### src/hw/rtl/dps_pkg.sv
// Shared types, codes and constants of the dynamic priority scheduler.
package dps_pkg;

   localparam int MAX_PROCS_DEFAULT = 16;
   localparam int QUEUE_DEPTH = 2;

   localparam int ID_W = 16;
   localparam int TIME_W = 8;
   localparam int PRIO_W = 9;
   localparam int ORDER_W = 32;
   localparam int CLOCK_W = 20;
   localparam int STATUS_W = 3;
   localparam int REQ_DATA_W = 24;
   localparam int RSP_DATA_W = 64;
   localparam int CSR_ADDR_W = 3;
   localparam int CSR_DATA_W = 32;

   localparam logic [TIME_W-1:0] PRIO_BASE_RESET = 8'd50;
   localparam logic [CSR_ADDR_W-3:0] REG_PRIORITY_BASE = '0;
   localparam logic signed [PRIO_W-1:0] PRIO_MIN = {1'b1, {(PRIO_W-1){1'b0}}};

   typedef enum logic [STATUS_W-1:0] {
      ST_ADDED = 3'd0,
      ST_DUP   = 3'd1,
      ST_FULL  = 3'd2,
      ST_ZERO  = 3'd3,
      ST_RAN   = 3'd4,
      ST_DONE  = 3'd5,
      ST_IDLE  = 3'd6
   } status_type;

   typedef enum logic [1:0] {
      KIND_ADD  = 2'd0,
      KIND_ZERO = 2'd1,
      KIND_TICK = 2'd2
   } kind_type;

   typedef struct packed {
      kind_type          kind;
      logic [ID_W-1:0]   proc_id;
      logic [TIME_W-1:0] need_time;
   } item_type;

   typedef struct packed {
      logic [ID_W-1:0]          proc_id;
      logic signed [PRIO_W-1:0] prio;
      logic [TIME_W-1:0]        remaining;
      logic [TIME_W-1:0]        used;
      logic [ORDER_W-1:0]       order;
   } entry_type;

   localparam int ENTRY_W = $bits(entry_type);

endpackage

### src/hw/rtl/dynamic_priority_scheduler.sv
// An add or tick request is taken from the queue while idle, scans the whole table and then
// finishes once the result register is free; an add with zero need skips the scan.
// The engine works on one request at a time: the next one is taken after the last has
// finished. The scan reads one entry per cycle through the single RAM read port.
// Reset is synchronous: queue, valid bits, clock and order counter clear at once,
// and priority_base returns to 50; the table needs no clearing pass.
module dynamic_priority_scheduler import dps_pkg::*; #(
   parameter int MAX_PROCS = MAX_PROCS_DEFAULT
) (
   input  logic                  clock,
   input  logic                  reset,
   input  logic                  req_tvalid,
   output logic                  req_tready,
   // proc_id [15:0], need_time [23:16]
   input  logic [REQ_DATA_W-1:0] req_tdata,
   // op [0]
   input  logic [0:0]            req_tuser,
   output logic                  rsp_tvalid,
   input  logic                  rsp_tready,
   // ran_id [15:0], remaining [23:16], priority_now [32:24], used_time [40:33],
   // turnaround [60:41], zero [63:61]
   output logic [RSP_DATA_W-1:0] rsp_tdata,
   // status [2:0]
   output logic [STATUS_W-1:0]   rsp_tuser,
   input  logic                  csr_psel,
   input  logic                  csr_penable,
   input  logic                  csr_pwrite,
   input  logic [CSR_ADDR_W-1:0] csr_paddr,
   input  logic [CSR_DATA_W-1:0] csr_pwdata,
   output logic [CSR_DATA_W-1:0] csr_prdata,
   output logic                  csr_pready
);

   logic [TIME_W-1:0] priority_base_ff, priority_base_in;
   logic              reg_sel;
   logic              item_valid;
   item_type          item;
   logic              item_pop;

   assign csr_pready = 1'b1;
   assign reg_sel    = (csr_paddr[CSR_ADDR_W-1:2] == REG_PRIORITY_BASE);

   always_comb begin
      priority_base_in = priority_base_ff;
      if (csr_psel && csr_penable && csr_pwrite && csr_pready && reg_sel) begin
         priority_base_in = csr_pwdata[TIME_W-1:0];
      end
   end

   always_ff @(posedge clock) begin
      if (reset) begin
         priority_base_ff <= PRIO_BASE_RESET;
      end else begin
         priority_base_ff <= priority_base_in;
      end
   end

   assign csr_prdata = reg_sel ? {{(CSR_DATA_W - TIME_W){1'b0}}, priority_base_ff} : '0;

   dps_front u_front (
      .clock      (clock),
      .reset      (reset),
      .req_tvalid (req_tvalid),
      .req_tready (req_tready),
      .req_tdata  (req_tdata),
      .req_tuser  (req_tuser),
      .item_valid (item_valid),
      .item       (item),
      .item_pop   (item_pop)
   );

   dps_back #(
      .MAX_PROCS(MAX_PROCS)
   ) u_back (
      .clock         (clock),
      .reset         (reset),
      .priority_base (priority_base_ff),
      .item_valid    (item_valid),
      .item          (item),
      .item_pop      (item_pop),
      .rsp_tvalid    (rsp_tvalid),
      .rsp_tready    (rsp_tready),
      .rsp_tdata     (rsp_tdata),
      .rsp_tuser     (rsp_tuser)
   );

endmodule

### src/hw/rtl/dps_ram.sv
// Generic single-port-write, single-port-read RAM with registered read data.
module dps_ram #(
   parameter int WIDTH = 8,
   parameter int DEPTH = 16
) (
   input  logic                     clock,
   input  logic                     wr_en,
   input  logic [$clog2(DEPTH)-1:0] wr_addr,
   input  logic [WIDTH-1:0]         wr_data,
   input  logic                     rd_en,
   input  logic [$clog2(DEPTH)-1:0] rd_addr,
   output logic [WIDTH-1:0]         rd_data
);

   logic [WIDTH-1:0] mem_ff [DEPTH];
   logic [WIDTH-1:0] rd_data_ff;

   always_ff @(posedge clock) begin
      if (wr_en) begin
         mem_ff[wr_addr] <= wr_data;
      end
      if (rd_en) begin
         rd_data_ff <= mem_ff[rd_addr];
      end
   end

   assign rd_data = rd_data_ff;

endmodule

### src/hw/rtl/dps_front.sv
// Front end: accepts requests, classifies them and holds them in a short queue.
module dps_front import dps_pkg::*; (
   input  logic                  clock,
   input  logic                  reset,
   input  logic                  req_tvalid,
   output logic                  req_tready,
   input  logic [REQ_DATA_W-1:0] req_tdata,
   input  logic [0:0]            req_tuser,
   output logic                  item_valid,
   output item_type              item,
   input  logic                  item_pop
);

   localparam int PTR_W = (QUEUE_DEPTH > 1) ? $clog2(QUEUE_DEPTH) : 1;
   localparam int CNT_W = $clog2(QUEUE_DEPTH + 1);

   item_type         queue_ff [QUEUE_DEPTH];
   logic [PTR_W-1:0] wr_ptr_ff, wr_ptr_in;
   logic [PTR_W-1:0] rd_ptr_ff, rd_ptr_in;
   logic [CNT_W-1:0] count_ff, count_in;
   item_type         classified;
   logic             push;

   always_comb begin
      classified.proc_id   = req_tdata[ID_W-1:0];
      classified.need_time = req_tdata[ID_W+TIME_W-1:ID_W];
      if (req_tuser[0]) begin
         classified.kind = KIND_TICK;
      end else if (classified.need_time == '0) begin
         classified.kind = KIND_ZERO;
      end else begin
         classified.kind = KIND_ADD;
      end
   end

   assign req_tready = (count_ff != CNT_W'(QUEUE_DEPTH));
   assign push       = req_tvalid && req_tready;
   assign item_valid = (count_ff != '0);
   assign item       = queue_ff[rd_ptr_ff];

   always_comb begin
      wr_ptr_in = wr_ptr_ff;
      rd_ptr_in = rd_ptr_ff;
      count_in  = count_ff;
      if (push) begin
         wr_ptr_in = (wr_ptr_ff == PTR_W'(QUEUE_DEPTH - 1)) ? '0 : wr_ptr_ff + 1'b1;
      end
      if (item_pop) begin
         rd_ptr_in = (rd_ptr_ff == PTR_W'(QUEUE_DEPTH - 1)) ? '0 : rd_ptr_ff + 1'b1;
      end
      if (push && !item_pop) begin
         count_in = count_ff + 1'b1;
      end else if (!push && item_pop) begin
         count_in = count_ff - 1'b1;
      end
   end

   always_ff @(posedge clock) begin
      if (reset) begin
         wr_ptr_ff <= '0;
         rd_ptr_ff <= '0;
         count_ff  <= '0;
      end else begin
         wr_ptr_ff <= wr_ptr_in;
         rd_ptr_ff <= rd_ptr_in;
         count_ff  <= count_in;
      end
      if (push) begin
         queue_ff[wr_ptr_ff] <= classified;
      end
   end

endmodule

### src/hw/rtl/dps_back.sv
// Back end: scans the process table for adds and ticks, adds, updates or retires an entry and registers the result.
module dps_back import dps_pkg::*; #(
   parameter int MAX_PROCS = MAX_PROCS_DEFAULT
) (
   input  logic                  clock,
   input  logic                  reset,
   input  logic [TIME_W-1:0]     priority_base,
   input  logic                  item_valid,
   input  item_type              item,
   output logic                  item_pop,
   output logic                  rsp_tvalid,
   input  logic                  rsp_tready,
   output logic [RSP_DATA_W-1:0] rsp_tdata,
   output logic [STATUS_W-1:0]   rsp_tuser
);

   localparam int IDX_W = $clog2(MAX_PROCS);
   localparam int CNT_W = $clog2(MAX_PROCS + 1);

   typedef enum logic [2:0] {
      S_IDLE = 3'b001,
      S_SCAN = 3'b010,
      S_DONE = 3'b100
   } state_type;

   state_type               state_ff, state_in;
   item_type                cur_ff, cur_in;
   logic [CNT_W-1:0]        scan_ctr_ff, scan_ctr_in;
   logic                    chk_vld_ff, chk_vld_in;
   logic [IDX_W-1:0]        chk_idx_ff, chk_idx_in;
   logic                    hit_ff, hit_in;
   logic [IDX_W-1:0]        hit_idx_ff, hit_idx_in;
   entry_type               best_ff, best_in;
   logic                    free_found_ff, free_found_in;
   logic [IDX_W-1:0]        free_idx_ff, free_idx_in;
   logic [MAX_PROCS-1:0]    valid_ff, valid_in;
   logic [ORDER_W-1:0]      order_ff, order_in;
   logic [CLOCK_W-1:0]      clock_ff, clock_in;
   logic                    rsp_valid_ff, rsp_valid_in;
   status_type              rsp_status_ff, rsp_status_in;
   logic [RSP_DATA_W-1:0]   rsp_data_ff, rsp_data_in;

   logic                    rd_en;
   logic [IDX_W-1:0]        rd_addr;
   logic [ENTRY_W-1:0]      rd_data;
   logic                    wr_en;
   logic [IDX_W-1:0]        wr_addr;
   entry_type               wr_entry;
   entry_type               ent;
   logic                    ent_valid;
   logic                    last_chk;
   logic                    better;
   logic                    can_load;
   logic                    done_fire;
   logic                    retire;
   logic [TIME_W-1:0]       new_rem;
   logic [TIME_W-1:0]       new_used;
   logic signed [PRIO_W-1:0] new_prio;
   logic [CLOCK_W-1:0]      next_clock;

   dps_ram #(
      .WIDTH(ENTRY_W),
      .DEPTH(MAX_PROCS)
   ) u_table (
      .clock   (clock),
      .wr_en   (wr_en),
      .wr_addr (wr_addr),
      .wr_data (wr_entry),
      .rd_en   (rd_en),
      .rd_addr (rd_addr),
      .rd_data (rd_data)
   );

   assign rd_en     = (state_ff == S_SCAN) && (scan_ctr_ff < CNT_W'(MAX_PROCS));
   assign rd_addr   = scan_ctr_ff[IDX_W-1:0];
   assign ent       = entry_type'(rd_data);
   assign ent_valid = valid_ff[chk_idx_ff];
   assign last_chk  = chk_vld_ff && (chk_idx_ff == IDX_W'(MAX_PROCS - 1));
   assign better    = !hit_ff || (ent.prio > best_ff.prio) ||
                      ((ent.prio == best_ff.prio) && (ent.order < best_ff.order));
   assign can_load  = !rsp_valid_ff || rsp_tready;
   assign done_fire = (state_ff == S_DONE) && can_load;
   assign new_rem   = best_ff.remaining - 1'b1;
   assign new_used  = best_ff.used + 1'b1;
   assign new_prio  = (best_ff.prio == PRIO_MIN) ? PRIO_MIN : best_ff.prio - PRIO_W'(1);
   assign next_clock = clock_ff + 1'b1;
   assign retire    = (cur_ff.kind == KIND_TICK) && hit_ff && (new_rem == '0);
   assign item_pop  = (state_ff == S_IDLE) && item_valid;

   always_comb begin
      state_in      = state_ff;
      cur_in        = cur_ff;
      scan_ctr_in   = scan_ctr_ff;
      chk_vld_in    = rd_en;
      chk_idx_in    = rd_addr;
      hit_in        = hit_ff;
      hit_idx_in    = hit_idx_ff;
      best_in       = best_ff;
      free_found_in = free_found_ff;
      free_idx_in   = free_idx_ff;
      valid_in      = valid_ff;
      order_in      = order_ff;
      clock_in      = clock_ff;
      rsp_valid_in  = rsp_valid_ff && !rsp_tready;
      rsp_status_in = rsp_status_ff;
      rsp_data_in   = rsp_data_ff;
      wr_en         = 1'b0;
      wr_addr       = free_idx_ff;
      wr_entry      = best_ff;

      case (state_ff)
         S_IDLE: begin
            if (item_valid) begin
               cur_in        = item;
               scan_ctr_in   = '0;
               hit_in        = 1'b0;
               free_found_in = 1'b0;
               state_in      = (item.kind == KIND_ZERO) ? S_DONE : S_SCAN;
            end
         end
         S_SCAN: begin
            if (rd_en) begin
               scan_ctr_in = scan_ctr_ff + 1'b1;
            end
            if (chk_vld_ff) begin
               if (cur_ff.kind == KIND_TICK) begin
                  if (ent_valid && better) begin
                     hit_in     = 1'b1;
                     hit_idx_in = chk_idx_ff;
                     best_in    = ent;
                  end
               end else begin
                  if (ent_valid && (ent.proc_id == cur_ff.proc_id)) begin
                     hit_in = 1'b1;
                  end
                  if (!ent_valid && !free_found_ff) begin
                     free_found_in = 1'b1;
                     free_idx_in   = chk_idx_ff;
                  end
               end
            end
            if (last_chk) begin
               state_in = S_DONE;
            end
         end
         S_DONE: begin
            if (can_load) begin
               state_in     = S_IDLE;
               rsp_valid_in = 1'b1;
               rsp_data_in  = '0;
               case (cur_ff.kind)
                  KIND_ZERO: begin
                     rsp_status_in = ST_ZERO;
                  end
                  KIND_ADD: begin
                     if (hit_ff) begin
                        rsp_status_in = ST_DUP;
                     end else if (!free_found_ff) begin
                        rsp_status_in = ST_FULL;
                     end else begin
                        rsp_status_in      = ST_ADDED;
                        wr_en              = 1'b1;
                        wr_addr            = free_idx_ff;
                        wr_entry.proc_id   = cur_ff.proc_id;
                        wr_entry.prio      = $signed({1'b0, priority_base}) -
                                             $signed({1'b0, cur_ff.need_time});
                        wr_entry.remaining = cur_ff.need_time;
                        wr_entry.used      = '0;
                        wr_entry.order     = order_ff;
                        valid_in[free_idx_ff] = 1'b1;
                        order_in           = order_ff + 1'b1;
                     end
                  end
                  KIND_TICK: begin
                     if (!hit_ff) begin
                        rsp_status_in = ST_IDLE;
                     end else begin
                        clock_in    = next_clock;
                        rsp_data_in = {{(RSP_DATA_W - CLOCK_W - 2*TIME_W - PRIO_W - ID_W){1'b0}},
                                       (retire ? next_clock : {CLOCK_W{1'b0}}),
                                       new_used, new_prio, new_rem, best_ff.proc_id};
                        if (retire) begin
                           rsp_status_in = ST_DONE;
                           valid_in[hit_idx_ff] = 1'b0;
                        end else begin
                           rsp_status_in      = ST_RAN;
                           wr_en              = 1'b1;
                           wr_addr            = hit_idx_ff;
                           wr_entry.prio      = new_prio;
                           wr_entry.remaining = new_rem;
                           wr_entry.used      = new_used;
                           wr_entry.order     = order_ff;
                           order_in           = order_ff + 1'b1;
                        end
                     end
                  end
                  default: begin
                     rsp_status_in = ST_IDLE;
                  end
               endcase
            end
         end
         default: begin
            state_in = S_IDLE;
         end
      endcase
   end

   always_ff @(posedge clock) begin
      if (reset) begin
         state_ff     <= S_IDLE;
         chk_vld_ff   <= 1'b0;
         valid_ff     <= '0;
         order_ff     <= '0;
         clock_ff     <= '0;
         rsp_valid_ff <= 1'b0;
      end else begin
         state_ff     <= state_in;
         chk_vld_ff   <= chk_vld_in;
         valid_ff     <= valid_in;
         order_ff     <= order_in;
         clock_ff     <= clock_in;
         rsp_valid_ff <= rsp_valid_in;
      end
      cur_ff        <= cur_in;
      scan_ctr_ff   <= scan_ctr_in;
      chk_idx_ff    <= chk_idx_in;
      hit_ff        <= hit_in;
      hit_idx_ff    <= hit_idx_in;
      best_ff       <= best_in;
      free_found_ff <= free_found_in;
      free_idx_ff   <= free_idx_in;
      rsp_status_ff <= rsp_status_in;
      rsp_data_ff   <= rsp_data_in;
   end

   assign rsp_tvalid = rsp_valid_ff;
   assign rsp_tdata  = rsp_data_ff;
   assign rsp_tuser  = rsp_status_ff;

`ifndef NO_ASSERTIONS
   a_pop_only_idle: assert property (@(posedge clock) disable iff (reset)
      item_pop |-> (state_ff == S_IDLE))
      else $error("Request taken from the queue while the engine is busy.");

   a_no_write_in_scan: assert property (@(posedge clock) disable iff (reset)
      wr_en |-> (!rd_en && (state_ff == S_DONE)))
      else $error("Table written outside the finishing step.");

   a_result_from_done: assert property (@(posedge clock) disable iff (reset)
      (rsp_valid_ff && !$past(rsp_valid_ff)) |-> ($past(state_ff) == S_DONE))
      else $error("Result appeared without a finishing step.");

   a_retire_clears: assert property (@(posedge clock) disable iff (reset)
      (done_fire && retire) |=> !valid_ff[$past(hit_idx_ff)])
      else $error("Finished process still marked as waiting.");
`endif

endmodule
### config.mk
export PLATFORM = sky130hd
export DESIGN_NAME = dynamic_priority_scheduler
export DESIGN_NICKNAME = d
export VERILOG_FILES = /design/src/hw/rtl/dps_pkg.sv /design/src/hw/rtl/dynamic_priority_scheduler.sv /design/src/hw/rtl/dps_ram.sv /design/src/hw/rtl/dps_front.sv /design/src/hw/rtl/dps_back.sv
export SDC_FILE = /design/constraint.sdc
export NUM_CORES = 2
export LEC_CHECK = 0
export ABC_CLOCK_PERIOD_IN_PS = 13100
export BUFFER_PORTS_ARGS = -buffer_cell sky130_fd_sc_hd__buf_2
export CAP_MARGIN = 25
export CORE_MARGIN = 2
export CORE_UTILIZATION = 44
export CTS_CLUSTER_DIAMETER = 40
export CTS_CLUSTER_SIZE = 30
export DETAILED_ROUTE_END_ITERATION = 10
export GPL_TIMING_DRIVEN = 0
export PLACE_DENSITY_LB_ADDON = 0.25
export RECOVER_POWER = 25
export SLEW_MARGIN = 20
export SYNTH_ARGS = -nofsm -noshare
export SYNTH_HDL_FRONTEND = slang
export SYNTH_SLANG_ARGS = --single-unit
### constraint.sdc
create_clock -name clock -period 13.1 [get_ports clock]
set_input_delay 2.62 -clock clock [delete_from_list [all_inputs] [get_ports clock]]
set_output_delay 2.62 -clock clock [all_outputs]
set_load 0.03 [all_outputs]
Word-level counts from Yosys, hierarchy flattened
Memory sizes are Yosys's and may differ from the RTL's. A register that Yosys moved wholly into a read port is not among the register bits.
Index checks and enable logic that the tools add are counted.
Storage, ports and cells
  logic and storage cells: 202
  input port bits: 67
  bits in writable memories: 1220
  flip-flop bits (word level): 270
  memories kept: 2
Memories
  u_back.u_table.mem_ff: words 16, width 73, read ports 1, clocked after memory_dff 1, write ports 1, line dps_ram.sv:15  | logic [WIDTH-1:0] mem_ff [DEPTH];
  u_front.queue_ff: words 2, width 26, read ports 1, clocked after memory_dff 1, write ports 1, line dps_front.sv:17  | item_type queue_ff [QUEUE_DEPTH];
Operators by class
  equality and inequality tests: 25
  order comparisons: 8
  multiplexer cells: 75
  reductions and logical operators: 48
  $add $sub $neg: 11
  bitwise operators: 5
Operators with widths (count)
  73-bit 2-to-1 mux: 4
  32-bit 2-to-1 mux: 4
  57-bit 2-to-1 mux: 2
  57-bit case mux with 2 select lines: 1
  16-bit 2-to-1 mux: 5
  32-bit case mux with 2 select lines: 1
  32-bit by 1-bit adder with 32-bit output (second input constant): 1
  32-bit < comparator: 1
  16-bit case mux with 2 select lines: 1
  1-bit 2-to-1 mux: 29
  20-bit by 1-bit adder with 20-bit output (second input constant): 1
  4-bit 2-to-1 mux: 5
  1-bit logical AND: 18
  3-bit case mux with 3 select lines: 2
  16-bit AND: 1
  16-bit equality test: 1
  8-bit zero test: 2
  2-bit by 1-bit inequality test with 1-bit output (second input constant): 8
  16-bit inverter: 1
  16-bit bitwise OR: 1
  4-bit by 5-bit < comparator with 1-bit output (second input constant): 3
  3-bit 2-to-1 mux: 5
  7-bit AND reduction: 2
  4-bit AND reduction: 3
  37 further kinds: 70

Longest topological paths before layout
  word-level depth: 10
  depth in mapped cells: 11
  mapped depth without buffers: 10

Modules after synthesis
A second synthesis with hierarchy kept.
Second synthesis, totals
  cells, all modules: 3297
  area, all modules: 61685.4 µm²
Modules (own cells, without submodules)
  dps_ram: cells an instance 1875, times used 1, area each 45857.7 µm²
  dps_back: cells an instance 1243, times used 1, area each 13088.8 µm²
  dps_front: cells an instance 109, times used 1, area each 2123.3 µm²
  dynamic_priority_scheduler: cells an instance 70, times used 1, area each 615.6 µm²

Least setup slack after synthesis
OpenSTA, ideal clock, no wires.
  path type: input port to flip-flop
  from: input rsp_tready
  to: memory u_back.u_table.mem_ff[15][0] (netlist name), enable pin
  stages on the path: 8
  path buffers: 1
  slack: 2190 ps
  data arrival time: 10305 ps
  library setup time: 605 ps
  cell sequence: nand2b_1 > nand2_1 > inv_1 > nand2_1 > clkbuf_1 > nor2_1 > nand3_1 > o21ai_0
On the way
  cells in the longest elaborated chain, start to end: 5
RTL lines
  start, declared: line dynamic_priority_scheduler.sv:19  | input logic rsp_tready,
  1-bit logical OR (*): line dps_back.sv:81  | assign can_load = !rsp_valid_ff || rsp_tready;
  1-bit 2-to-1 mux: line dps_back.sv:147  | if (can_load) begin
  1-bit 2-to-1 mux: line dps_back.sv:111  | case (state_ff)
  1-bit 2-to-1 mux: line dps_ram.sv:19  | if (wr_en) begin
  1-bit 2-to-1 mux (not written as such): line dps_ram.sv:20  | mem_ff[wr_addr] <= wr_data;
  end, declared: line dps_ram.sv:15
Mark *: on every way between the ends. The rest lies on a longest branch, timed or not.

Final worst setup path
  from: input rsp_tready
  to: memory u_back.u_table.mem_ff[8][41] (netlist name), enable pin
The elaborated chain is that of the path after synthesis.

==> results.md <==
* EDFF count, synth at 1471
* Htree depth at 4
* Maxcap violations at 5
* Tot GR Track Use at 0.234
* Hold Violations, Final at 0
* Clock latency on the worst-skew pair at 0.82 ns
* Syn Inst Count at 3143
* Clk sink count at 1561
* Failing checks: capacitance limit, slew limit
* Status: complete, but fails checks
* CTS root buf: clkbuf_16
* Main synth FF type: edfxtp_1
* Row cnt at 136
* Slew Limit Fails at 119
* Crit end category: register
* Maximum vdd drop at 0.115 mV
* Reg-to-Reg End: u_back.u_table.mem_ff[8][41]
* Filler cells at 10600
* Starting DRT DRC Count at 4439
* Area growth syn-to-layout at 19.8%
* Hold-fix buffers, CTS at 0
* Die width at 377 um
* FFs w/ async S/R, synth at 0
* Placed cells at 5220
* Finished Layout Cells at 5560
* Final #Nets at 3735
* R2R depth at 13
* Worst Clk Skew at 0.0354 ns
* CP Cell Sequence: buf_2 -> nand2b_1 -> nand2_1 -> clkinvlp_2 -> clkbuf_1 -> nand3_1 -> clkbuf_1 -> nor3_1 -> nand2_1 -> o21ai_4 -> buf_16 -> buf_16 -> buf_16
* Die height at 377 um
* Slowest CP cell: clkbuf_1
* Starting Density at 0.445
* IO buf count at 113
* Hold depth at 0
* Hold crit path type: register to register
* Final Util at 0.532
* Min Tclk post-route at 8.92 ns
* Synthesized flop and latch total at 1561
* Via Count at 32900
* Min-delay src: u_back.u_table.rd_data[44]
* CP Data Required Time at 13.60 ns
* WL per Instance at 29.7 um
* Initial antenna violation count at 10
* Vias in the first global route at 32200
* Power, Total at 13.1 mW
* Num CTS Buffers at 173
* Slew headroom at -1.01
* Setup Fix Bufs, Post-CTS at 0
* Yosys warns at 0
* Power density cells at 179 nW/um2
* Global route total overflow at 0
* Area after DPL at 67600 um2
* Type of the worst setup path: input port to register
* DRT antenna net count at 0
* Crit-path max cell delay at 2.18 ns
* R2R Path Start: u_back.state_ff[2]
* Remaining DRCs at 0
* Measured slew at the worst slew-check pin at 3.01 ns
* Design Area, Final at 73400 um2
* Critical path peak fanout at 42
* Core box area at 138000 um2
* Fin crit share at 0.681
* RSZ-0062 raised after global routing: false
* DP Wirelength at 112000 um
* Worst-path clk slew at 0.06 ns
* Die Footprint at 142000 um2
* DRT Pass-1 Iters at 6
* Max clock buf depth at 3
* WP data arrival at 9.42 ns
* CTS resizes at 0
* First-pass GRT wire length at 235000 um
* GP Congestion at 0.910
* Top cell family by delay on the critical path: buffers and inverters
* Hold Path Sink: u_back.best_ff[44]
* Synth unique cells at 73
* CTS tree: done
* Avg Cell Area, Syn at 19.5 um2
* Worst setup SP type: input port
* Io pins at 169
* Max Fclk at 0.112 GHz
* Largest net degree at the start of global routing at 43
* Flop2flop setup slack at 5.19 ns
* WHS at 0.417 ns
* # setup viols final at 0
* Worst Path Buf+Inv at 7
* Vias per inst at 5.92
* Leak at 23.7 nW
* Post-synthesis sequential area ratio at 0.750
* Area of the mapped netlist at 61300 um2
* Detailed Route WL at 165000 um
* Layout cells sized above 1 at 0.254
* Most used cell, CP: buf_16
-- cells by family after synthesis --
family	after synthesis	share of synthesized area
AOI/OAI and AO/OA	252	0.0241
xor gates and xnor gates	95	0.0136
adders and majority gates	57	0.0118
buffers and inverters	231	0.0166
DFF	1561	0.750
muxes	396	0.141
other	2	0.000123
and+or+nand+nor	549	0.0427
-- worst max path at each step --
stage / slack (ns) / from / to / depth (start not counted)
after global routing: 3.84 / rsp_tready / u_back.u_table.mem_ff[8][41] / 13
after detailed placement: 5.61 / rsp_tready / u_back.u_table.mem_ff[11][42] / 13
after CTS: 6.44 / rsp_tready / u_back.u_table.mem_ff[11][54] / 13
after global placement: -8.84 / rsp_tready / u_back.u_table.mem_ff[9][43] / 9
after floorplan: 2.19 / rsp_tready / u_back.u_table.mem_ff[15][0] / 8
final: 4.18 / rsp_tready / u_back.u_table.mem_ff[8][41] / 13
-- cell usage after synthesis (all sizes together), types with 18 or more instances --
master  instances  area, um2
nand2         198        746
xnor2          49        429
nand4          20        138
and3           32        200
dfxtp          90       1800
mux2           26        293
a21oi          80        404
inv            64        240
buf            78        442
nor2b          19        119
edfxtp       1471      44200
mux4          370       8330
nor3           27        151
nor2          140        528
nand3          37        185
clkbuf         89        334
ha             56        701
o21ai         111        556
or3            18        113
xor2           46        403
-- area by class of cell --
cell class                      instances  area (um2)  area share
Antenna cell                            3        7.51    0.000102
Buffer                                167         779      0.0106
Clock buffer                          192        4560      0.0621
Clock inverter                        135        1600      0.0217
Inverter                               64         241     0.00329
Multi-Input combinational cell       1377       14500       0.198
Sequential cell                      1561       46000       0.626
Tap cell                             1794        2240      0.0306
Timing Repair Buffer                  267        3450      0.0470
-- routing by layer --
metal,track usage,wire [um],up-vias,part of all wire
li1,-,-,13600,-
met5,0,0,-,0
met4,0.0644,3510,0,0.021
met1,0.345,70500,17500,0.43
met2,0.350,75100,1632,0.45
met3,0.0551,16300,223,0.098
-- cell usage in the layout, fill, tap and decap left out, types with 46 or more instances in the layout --
master     netlist  final
edfxtp_1      1471   1471
mux4_2         370    370
clkbuf_1        89    216
nand2_1        197    198
clkbuf_16        0    179
nor2_1         139    138
dfxtp_1         90     90
buf_16           0     88
a21oi_1         79     80
inv_1           64     63
o21ai_0        107     58
ha_1            56     56
buf_4           28     53
xnor2_1         49     49
buf_2           17     47
xor2_1          46     46
-- where the power goes --
part           leakage, nW  switching, mW  internal [mW]
clock                 2.97           2.22           2.90
sequential            14.0          0.107           5.62
combinational         6.73           1.27           1.03
-- sequential cells by signal (all words and copies together) (netlist names), 2 cells and up, named ones only --
signal,flops
priority_base_ff,8
u_back.best_ff,73
u_back.chk_idx_ff,4
u_back.clock_ff,20
u_back.cur_ff,26
u_back.free_idx_ff,4
u_back.hit_idx_ff,4
u_back.order_ff,32
u_back.rsp_tdata,61
u_back.rsp_tuser,3
u_back.scan_ctr_ff,5
u_back.state_ff,3
u_back.u_table.mem_ff,1168
u_back.u_table.rd_data,73
u_back.valid_ff,16
u_front.count_ff,2
u_front.queue_ff,52
-- stage by stage --
stage          setup slack (ns)  TNS [ns]
6_report                   4.18         0
2_1_floorplan              2.19         0
4_1_cts                    6.44         0
5_1_grt                    3.84         0
3_3_place_gp              -8.84  -9935.76
3_5_place_dp               5.61         0
Power figures use the tool's default switching activity.
